[src/spq_pkg.sv]
// Shared constants and types for the sorted minimum priority queue.
package spq_pkg;

    localparam int CAPACITY = 16;
    localparam int KEY_BITS = 32;
    localparam int CNT_W    = $clog2(CAPACITY + 1);
    localparam int POS_W    = 16;
    localparam int HIST_W   = 32;

    localparam logic [1:0] FUNC_INSERT = 2'd0;
    localparam logic [1:0] FUNC_POP    = 2'd1;
    localparam logic [1:0] FUNC_PEEK   = 2'd2;
    localparam logic [1:0] FUNC_CLEAR  = 2'd3;

    typedef struct packed {
        logic [KEY_BITS-1:0] key;
        logic [POS_W-1:0]    position;
        logic [HIST_W-1:0]   history;
    } t_entry;

    typedef struct packed {
        logic insert;
        logic pop;
    } t_cell_ctl;

endpackage

[src/sorted_min_priority_queue_core.sv]
// Top level of the sorted minimum priority queue built from a chain of cells.
//
// Usage:
//   Drive i_func, i_key, i_position and i_history and raise i_start. A command
//   transfers at a rising edge where i_start is high and o_busy is low; o_busy
//   stays low, so one command may transfer in every cycle.
//   Commands: insert, pop minimum, peek minimum, clear all.
//   Every command gives one result, shown on the o_ ports for one cycle with
//   o_done high, in the cycle after the command transfers.
//   Throughput: one command per cycle. Each cell compares its key with the
//   new key and moves one place left or right in the same cycle, so the
//   sorted row is updated in a single step for insert and pop.
//   o_occupancy gives the entry count after the command. Pop or peek on an
//   empty queue sets o_was_empty; insert into a full queue sets o_overflow
//   and is dropped. Payload outputs are zero except for a pop or peek hit.
//   Reset empties the queue and clears o_done; stored entries are not
//   cleared. The receiver cannot stall: each result is taken in its cycle.
module sorted_min_priority_queue_core
    import spq_pkg::*;
(
    input  logic        i_clk,
    input  logic        i_rst_n,
    input  logic        i_start,
    output logic        o_busy,
    input  logic [1:0]  i_func,
    input  logic [31:0] i_key,
    input  logic [15:0] i_position,
    input  logic [31:0] i_history,
    output logic        o_done,
    output logic [31:0] o_out_key,
    output logic [15:0] o_out_position,
    output logic [31:0] o_out_history,
    output logic        o_was_empty,
    output logic        o_overflow,
    output logic [4:0]  o_occupancy
);

    logic [CNT_W-1:0] r_count;
    logic [CNT_W-1:0] n_count;
    logic             r_done;
    t_entry           r_out;
    t_entry           n_out;
    logic             r_was_empty;
    logic             n_was_empty;
    logic             r_overflow;
    logic             n_overflow;

    t_entry           w_new;
    t_cell_ctl        w_ctl;
    t_entry           w_entry [CAPACITY];
    logic             w_ins   [CAPACITY];
    logic             w_full;
    logic             w_empty;

    assign o_busy  = 1'b0;
    assign w_full  = (r_count == CNT_W'(CAPACITY));
    assign w_empty = (r_count == '0);

    assign w_new.key      = KEY_BITS'(i_key);
    assign w_new.position = i_position;
    assign w_new.history  = i_history;

    assign w_ctl.insert = i_start && (i_func == FUNC_INSERT) && !w_full;
    assign w_ctl.pop    = i_start && (i_func == FUNC_POP) && !w_empty;

    genvar g;
    generate
        for (g = 0; g < CAPACITY; g++) begin : g_cell
            t_entry w_left;
            logic   w_left_ins;
            t_entry w_right;
            logic   w_valid;

            if (g == 0) begin : g_head
                assign w_left     = w_new;
                assign w_left_ins = 1'b0;
            end else begin : g_mid
                assign w_left     = w_entry[g-1];
                assign w_left_ins = w_ins[g-1];
            end

            if (g == CAPACITY - 1) begin : g_tail
                assign w_right = w_entry[g];
            end else begin : g_body
                assign w_right = w_entry[g+1];
            end

            assign w_valid = (CNT_W'(g) < r_count);

            spq_cell u_cell (
                .i_clk      (i_clk),
                .i_ctl      (w_ctl),
                .i_valid    (w_valid),
                .i_new      (w_new),
                .i_left     (w_left),
                .i_left_ins (w_left_ins),
                .i_right    (w_right),
                .o_entry    (w_entry[g]),
                .o_ins      (w_ins[g])
            );
        end
    endgenerate

    always_comb begin
        n_count     = r_count;
        n_out       = '0;
        n_was_empty = 1'b0;
        n_overflow  = 1'b0;
        case (i_func)
            FUNC_INSERT: begin
                if (w_full) begin
                    n_overflow = 1'b1;
                end else begin
                    n_count = r_count + 1'b1;
                end
            end
            FUNC_POP, FUNC_PEEK: begin
                if (w_empty) begin
                    n_was_empty = 1'b1;
                end else begin
                    n_out = w_entry[0];
                    if (i_func == FUNC_POP) begin
                        n_count = r_count - 1'b1;
                    end
                end
            end
            FUNC_CLEAR: begin
                n_count = '0;
            end
            default: begin
                n_count = r_count;
            end
        endcase
    end

    always_ff @(posedge i_clk) begin
        if (!i_rst_n) begin
            r_count <= '0;
            r_done  <= 1'b0;
        end else begin
            r_done <= i_start;
            if (i_start) begin
                r_count <= n_count;
            end
        end
    end

    always_ff @(posedge i_clk) begin
        if (i_start) begin
            r_out       <= n_out;
            r_was_empty <= n_was_empty;
            r_overflow  <= n_overflow;
        end
    end

    assign o_done         = r_done;
    assign o_out_key      = 32'(r_out.key);
    assign o_out_position = r_out.position;
    assign o_out_history  = r_out.history;
    assign o_was_empty    = r_was_empty;
    assign o_overflow     = r_overflow;
    assign o_occupancy    = 5'(r_count);

endmodule

[src/spq_cell.sv]
// One storage cell of the sorted shift array.
module spq_cell
    import spq_pkg::*;
(
    input  logic      i_clk,
    input  t_cell_ctl i_ctl,
    input  logic      i_valid,
    input  t_entry    i_new,
    input  t_entry    i_left,
    input  logic      i_left_ins,
    input  t_entry    i_right,
    output t_entry    o_entry,
    output logic      o_ins
);

    t_entry r_entry;
    t_entry n_entry;

    // insertion point is at or before this cell
    assign o_ins   = !i_valid || (r_entry.key >= i_new.key);
    assign o_entry = r_entry;

    always_comb begin
        n_entry = r_entry;
        if (i_ctl.insert) begin
            if (i_left_ins) begin
                n_entry = i_left;
            end else if (o_ins) begin
                n_entry = i_new;
            end
        end else if (i_ctl.pop) begin
            n_entry = i_right;
        end
    end

    always_ff @(posedge i_clk) begin
        r_entry <= n_entry;
    end

endmodule
[config.mk]
export PLATFORM = sky130hd
export DESIGN_NAME = sorted_min_priority_queue_core
export DESIGN_NICKNAME = d
export VERILOG_FILES = /design/src/spq_pkg.sv /design/src/sorted_min_priority_queue_core.sv /design/src/spq_cell.sv
export SDC_FILE = /design/constraint.sdc
export NUM_CORES = 2
export LEC_CHECK = 0
export BUFFER_PORTS_ARGS = -buffer_cell sky130_fd_sc_hd__buf_2
export CAP_MARGIN = 20
export CORE_MARGIN = 2
export CORE_UTILIZATION = 55
export DETAILED_ROUTE_END_ITERATION = 8
export HOLD_SLACK_MARGIN = 0.06
export PLACE_DENSITY = 0.74
export SKIP_LAST_GASP = 1
export SYNTH_ARGS = -nofsm -noshare
export SYNTH_HDL_FRONTEND = slang
export SYNTH_SLANG_ARGS = --single-unit
[constraint.sdc]
create_clock -name i_clk -period 8.8 [get_ports i_clk]
set_input_delay 0.88 -clock i_clk [delete_from_list [all_inputs] [get_ports i_clk]]
set_output_delay 0.88 -clock i_clk [all_outputs]
set_load 0.01 [all_outputs]
==> run summary <==
The run finished with clean final reports. The number of placed I/O pins is 174. For this block, the initial DRC count from the detailed router was 9560. The most utilized layer in the global route result was met2. For the half-perimeter wire length after placement, the log shows 161 mm. The post-route netlist has 8.52% of its cells at a drive strength greater than 1. Headroom to the max-slew limit: 19.1%. Setup violations remaining at the end of the flow were counted as 0.

The number of setup buffers added after CTS came out at 0. For this design the ratio of total power to cell area is 201 nW/µm². The synthesized design spends more area on one cell type than any other, namely sky130_fd_sc_hd__edfxtp_1.

The clock transition at the registers of the reported paths works out to 0.06 ns. The worst setup slack after layout came out at 3.42 ns. For this run, the slowest stage of the critical path takes 1.02 ns.

TritonCTS built the clock tree. The most used standard cell by instance count after synthesis is sky130_fd_sc_hd__edfxtp_1. In this run, flip-flops and latches consume 47.2% of the power.

Of the total power, the share spent switching nets is 29.4%. The tools report the setup TNS as 0 ns. Of all nets on the critical path, the largest fanout is 63. In this run the vertical extent of the chip is 380 µm. The overall fraction of global-route tracks in use was 35.4%. The path class of the tightest hold or removal check is primary input to register. For the pin with the worst max-slew slack, the measured transition is 1.21 ns. Walking the worst path, the cells encountered are buf_2, inv_1, ha_1, a21oi_1, o21ai_0, a21oi_1, o211ai_1, o21bai_4, buf_4, o21a_4, buf_4, o221ai_1.

The largest individual stage delay along the critical path comes from the cell sky130_fd_sc_hd__buf_4. The worst-case clock buffer depth was 3; the met1 routing resource usage after global routing was 47.1%. The count of endpoints failing hold in the final timing report was 0; the worst ir drop on vdd was 0.182 mV.

The tree built by TritonCTS fans out to 1368 sinks. Global routing used 7.07% of the available met3 tracks. The primary flip-flop cell chosen by synthesis mapping is sky130_fd_sc_hd__edfxtp_1. The number of antenna violations at the first check in global routing came out at 10. The layout has 11400 filler cells. For the worst setup path, the data required time is 9.34 ns. The data arrival time of the worst path came out at 5.92 ns. Sorting the synthesized cells by how often they occur yields sky130_fd_sc_hd__edfxtp_1, sky130_fd_sc_hd__nand2_1, sky130_fd_sc_hd__nand3_1. The routed wirelength normalized by instance count was 28.5 µm. The max-slew violation total from the final report is 0, and the setup slack at placement is 2.82 ns. Share of power burned in combinational logic: 16.0%. After technology mapping, the gate count stands at 7445. After detailed routing, the total wire length is 263 mm. Time the worst path needs with I/O delays and setup: 5.38 ns. Ranked by total cell area, the synthesized netlist is headed by sky130_fd_sc_hd__edfxtp_1, sky130_fd_sc_hd__ha_1, sky130_fd_sc_hd__nand2_1, sky130_fd_sc_hd__o211ai_1, sky130_fd_sc_hd__nand3_1.

After global routing the overflow that remains totals 0. Entering global routing, the biggest net connects 246 pins. Type of destination of the critical path: a register. Sequential elements use 52.7% of the synthesized area.

At the end of routability-driven placement, the weighted congestion stood at 0.995. The count of nets left with antenna violations once routing finished came out at 0. Along the worst hold path, the cell count comes to 2. For this configuration, the core starts out at a cell density of 55.6%. The area added between synthesis and finish works out to 8.99%. The die is 380 µm wide. The tree is rooted in a sky130_fd_sc_hd__clkbuf_16.

For the number of global-route vias before repair, the log shows 62200. In the routed design, unresolved DRC markers number 0. On the final layout, the worst clock skew is 0.0336 ns. The average cell area after synthesis was 10.4 µm²; the number of CTS-inserted buffers was 151. Based on the critical path, the design can be clocked at up to 186 MHz. For the count of cells resized by post-cts repair, the log shows 0. The tools report the power spent charging and discharging nets as 5.01 mW. Cell internal power was estimated by the tool at 12.0 mW. Static power due to leakage: 30.8 nW.

The share of flip-flops with an asynchronous set or reset is 0%, and the number of port buffers is 172. Counting distinct cell types in the post-synthesis netlist gives 58. The floorplan has 137 rows. The first global-routing pass estimated 392 mm of wire. The worst reg-to-reg path cell count came out at 8. Yosys mapped a number of flops with a built-in enable equal to 1362. The number of hold buffers added after CTS came out at 0. The area inside the core boundary is 140000 µm², and the vias after detailed routing is 64400.

The share of the synthesized area in the top cell type was 52.6%; the ratio of routed vias to standard cells was 6.98. The number of violations of the max-capacitance limit came out at 0. The nature of the critical path startpoint is a primary input. Counting flops and latches in the post-synthesis netlist gives 1368. The first detailed-routing pass ran for 8 iterations. Clock network fraction of total power: 36.8%.

The tools report the final net count as 7836. The critical path in this run is classified as primary input to register. Measured on the finished design, the core utilization comes to 60.6%. The run gives 144000 µm² as the die area.

For the count of synthesis-stage warnings from yosys, the log shows 0. The H-tree was split into 4 levels. Setup repair after global routing left no endpoint under its margin. The met2 track demand over resource is 54.6%, and the post-synth design cell area is 77800 µm².

The later pin in the worst-skew pair is clocked with a latency of 0.83 ns. When the netlist entered floorplanning its net count stood at 8050. The portion of the clock cycle consumed by the worst path in the final layout came out at 61.1%.
==> layout by cell type, fill, tap and decap left out, drive strengths merged, types with 20 or more instances in the layout <==
master / instances
a21oi: 268
nand3: 682
inv: 68
nand4: 60
mux2i: 237
a21o: 61
clkinv: 65
mux2: 80
a31oi: 182
and4: 26
o2111ai: 87
edfxtp: 1362
nand2: 1294
ha: 520
o21ai: 638
clkbuf: 186
nor2: 222
o211ai: 635
o31a: 84
nor2b: 20
buf: 297
and3: 82
==> final cells by class <==
class / instances / area, µm² / area share (%)
flip-flops and latches: 1368 / 41000 / 48.4
multi-input cells: 5350 / 34300 / 40.5
clock buffers: 186 / 3950 / 4.66
well taps: 1876 / 2350 / 2.77
repair buffers: 297 / 2080 / 2.45
clock inverters: 85 / 785 / 0.926
inverters: 63 / 236 / 0.279
diodes: 4 / 10.0 / 0.0118
==> critical path: cells and delay by family <==
kind,cells,cell delay [ns]
buf+inv,4,2.19
compound gates,7,2.31
fa+ha+maj,1,0.45
==> cell families (layout without fill, tap and decap cells) <==
group | after synthesis | in the layout | synth area share [%]
AOI/OAI and AO/OA | 2070 | 2070 | 17.2
adders and majority gates | 520 | 520 | 8.37
buffers and inverters | 727 | 631 | 3.72
DFF | 1368 | 1368 | 52.7
muxes | 317 | 317 | 4.21
other | 1 | 5 | 0.00482
and+or+nand+nor | 2442 | 2442 | 13.7
==> layer usage <==
metal	wire length [µm]	vias to the layer above
li1	-	28000
met1	99400	31300
met2	118000	4289
met3	30000	839
met4	15700	10
met5	59	-
==> state kept, by name, indices dropped and copies added, names as in the netlist <==
name	flops
o_out_history	32
o_was_empty	1
o_overflow	1
o_occupancy	5
o_done	1
o_out_position	16
g_cell.u_cell.o_entry	1280
o_out_key	32
==> path summary, 6_finish.rpt <==
check	from	to	slack [ns]
setup / recovery	i_key[29]	g_cell[5].u_cell.o_entry[48]	3.42
hold / removal	i_rst_n	o_occupancy[4]	0.32
setup reg to reg	o_occupancy[4]	g_cell[5].u_cell.o_entry[48]	3.43
hold reg to reg	g_cell[15].u_cell.o_entry[47]	g_cell[14].u_cell.o_entry[47]	0.52
==> power by group through the flow <==
stage	registers, mW	clock network, mW	logic, mW
floorplan	8.08	0	1.68
global placement	8.15	0	2.55
detailed placement	8.15	0	2.63
CTS	8.02	6.29	2.64
global route	8.06	6.54	2.91
finish	8.03	6.26	2.72
==> metrics by stage <==
step / total power [mW] / instance area (µm²) / hold slack, ns / std cells
3_5_place_dp: 10.8 / 80000 / 0.508 / 8952
2_1_floorplan: 9.76 / 77800 / 0.496 / 7445
3_3_place_gp: 10.7 / 79900 / 0.503 / 8950
5_1_grt: 17.5 / 84800 / 0.314 / 9228
6_report: 17.0 / 84800 / 0.316 / 9229
4_1_cts: 17.0 / 84700 / 0.294 / 9223
Note: power is estimated with default switching activity, not from simulation.
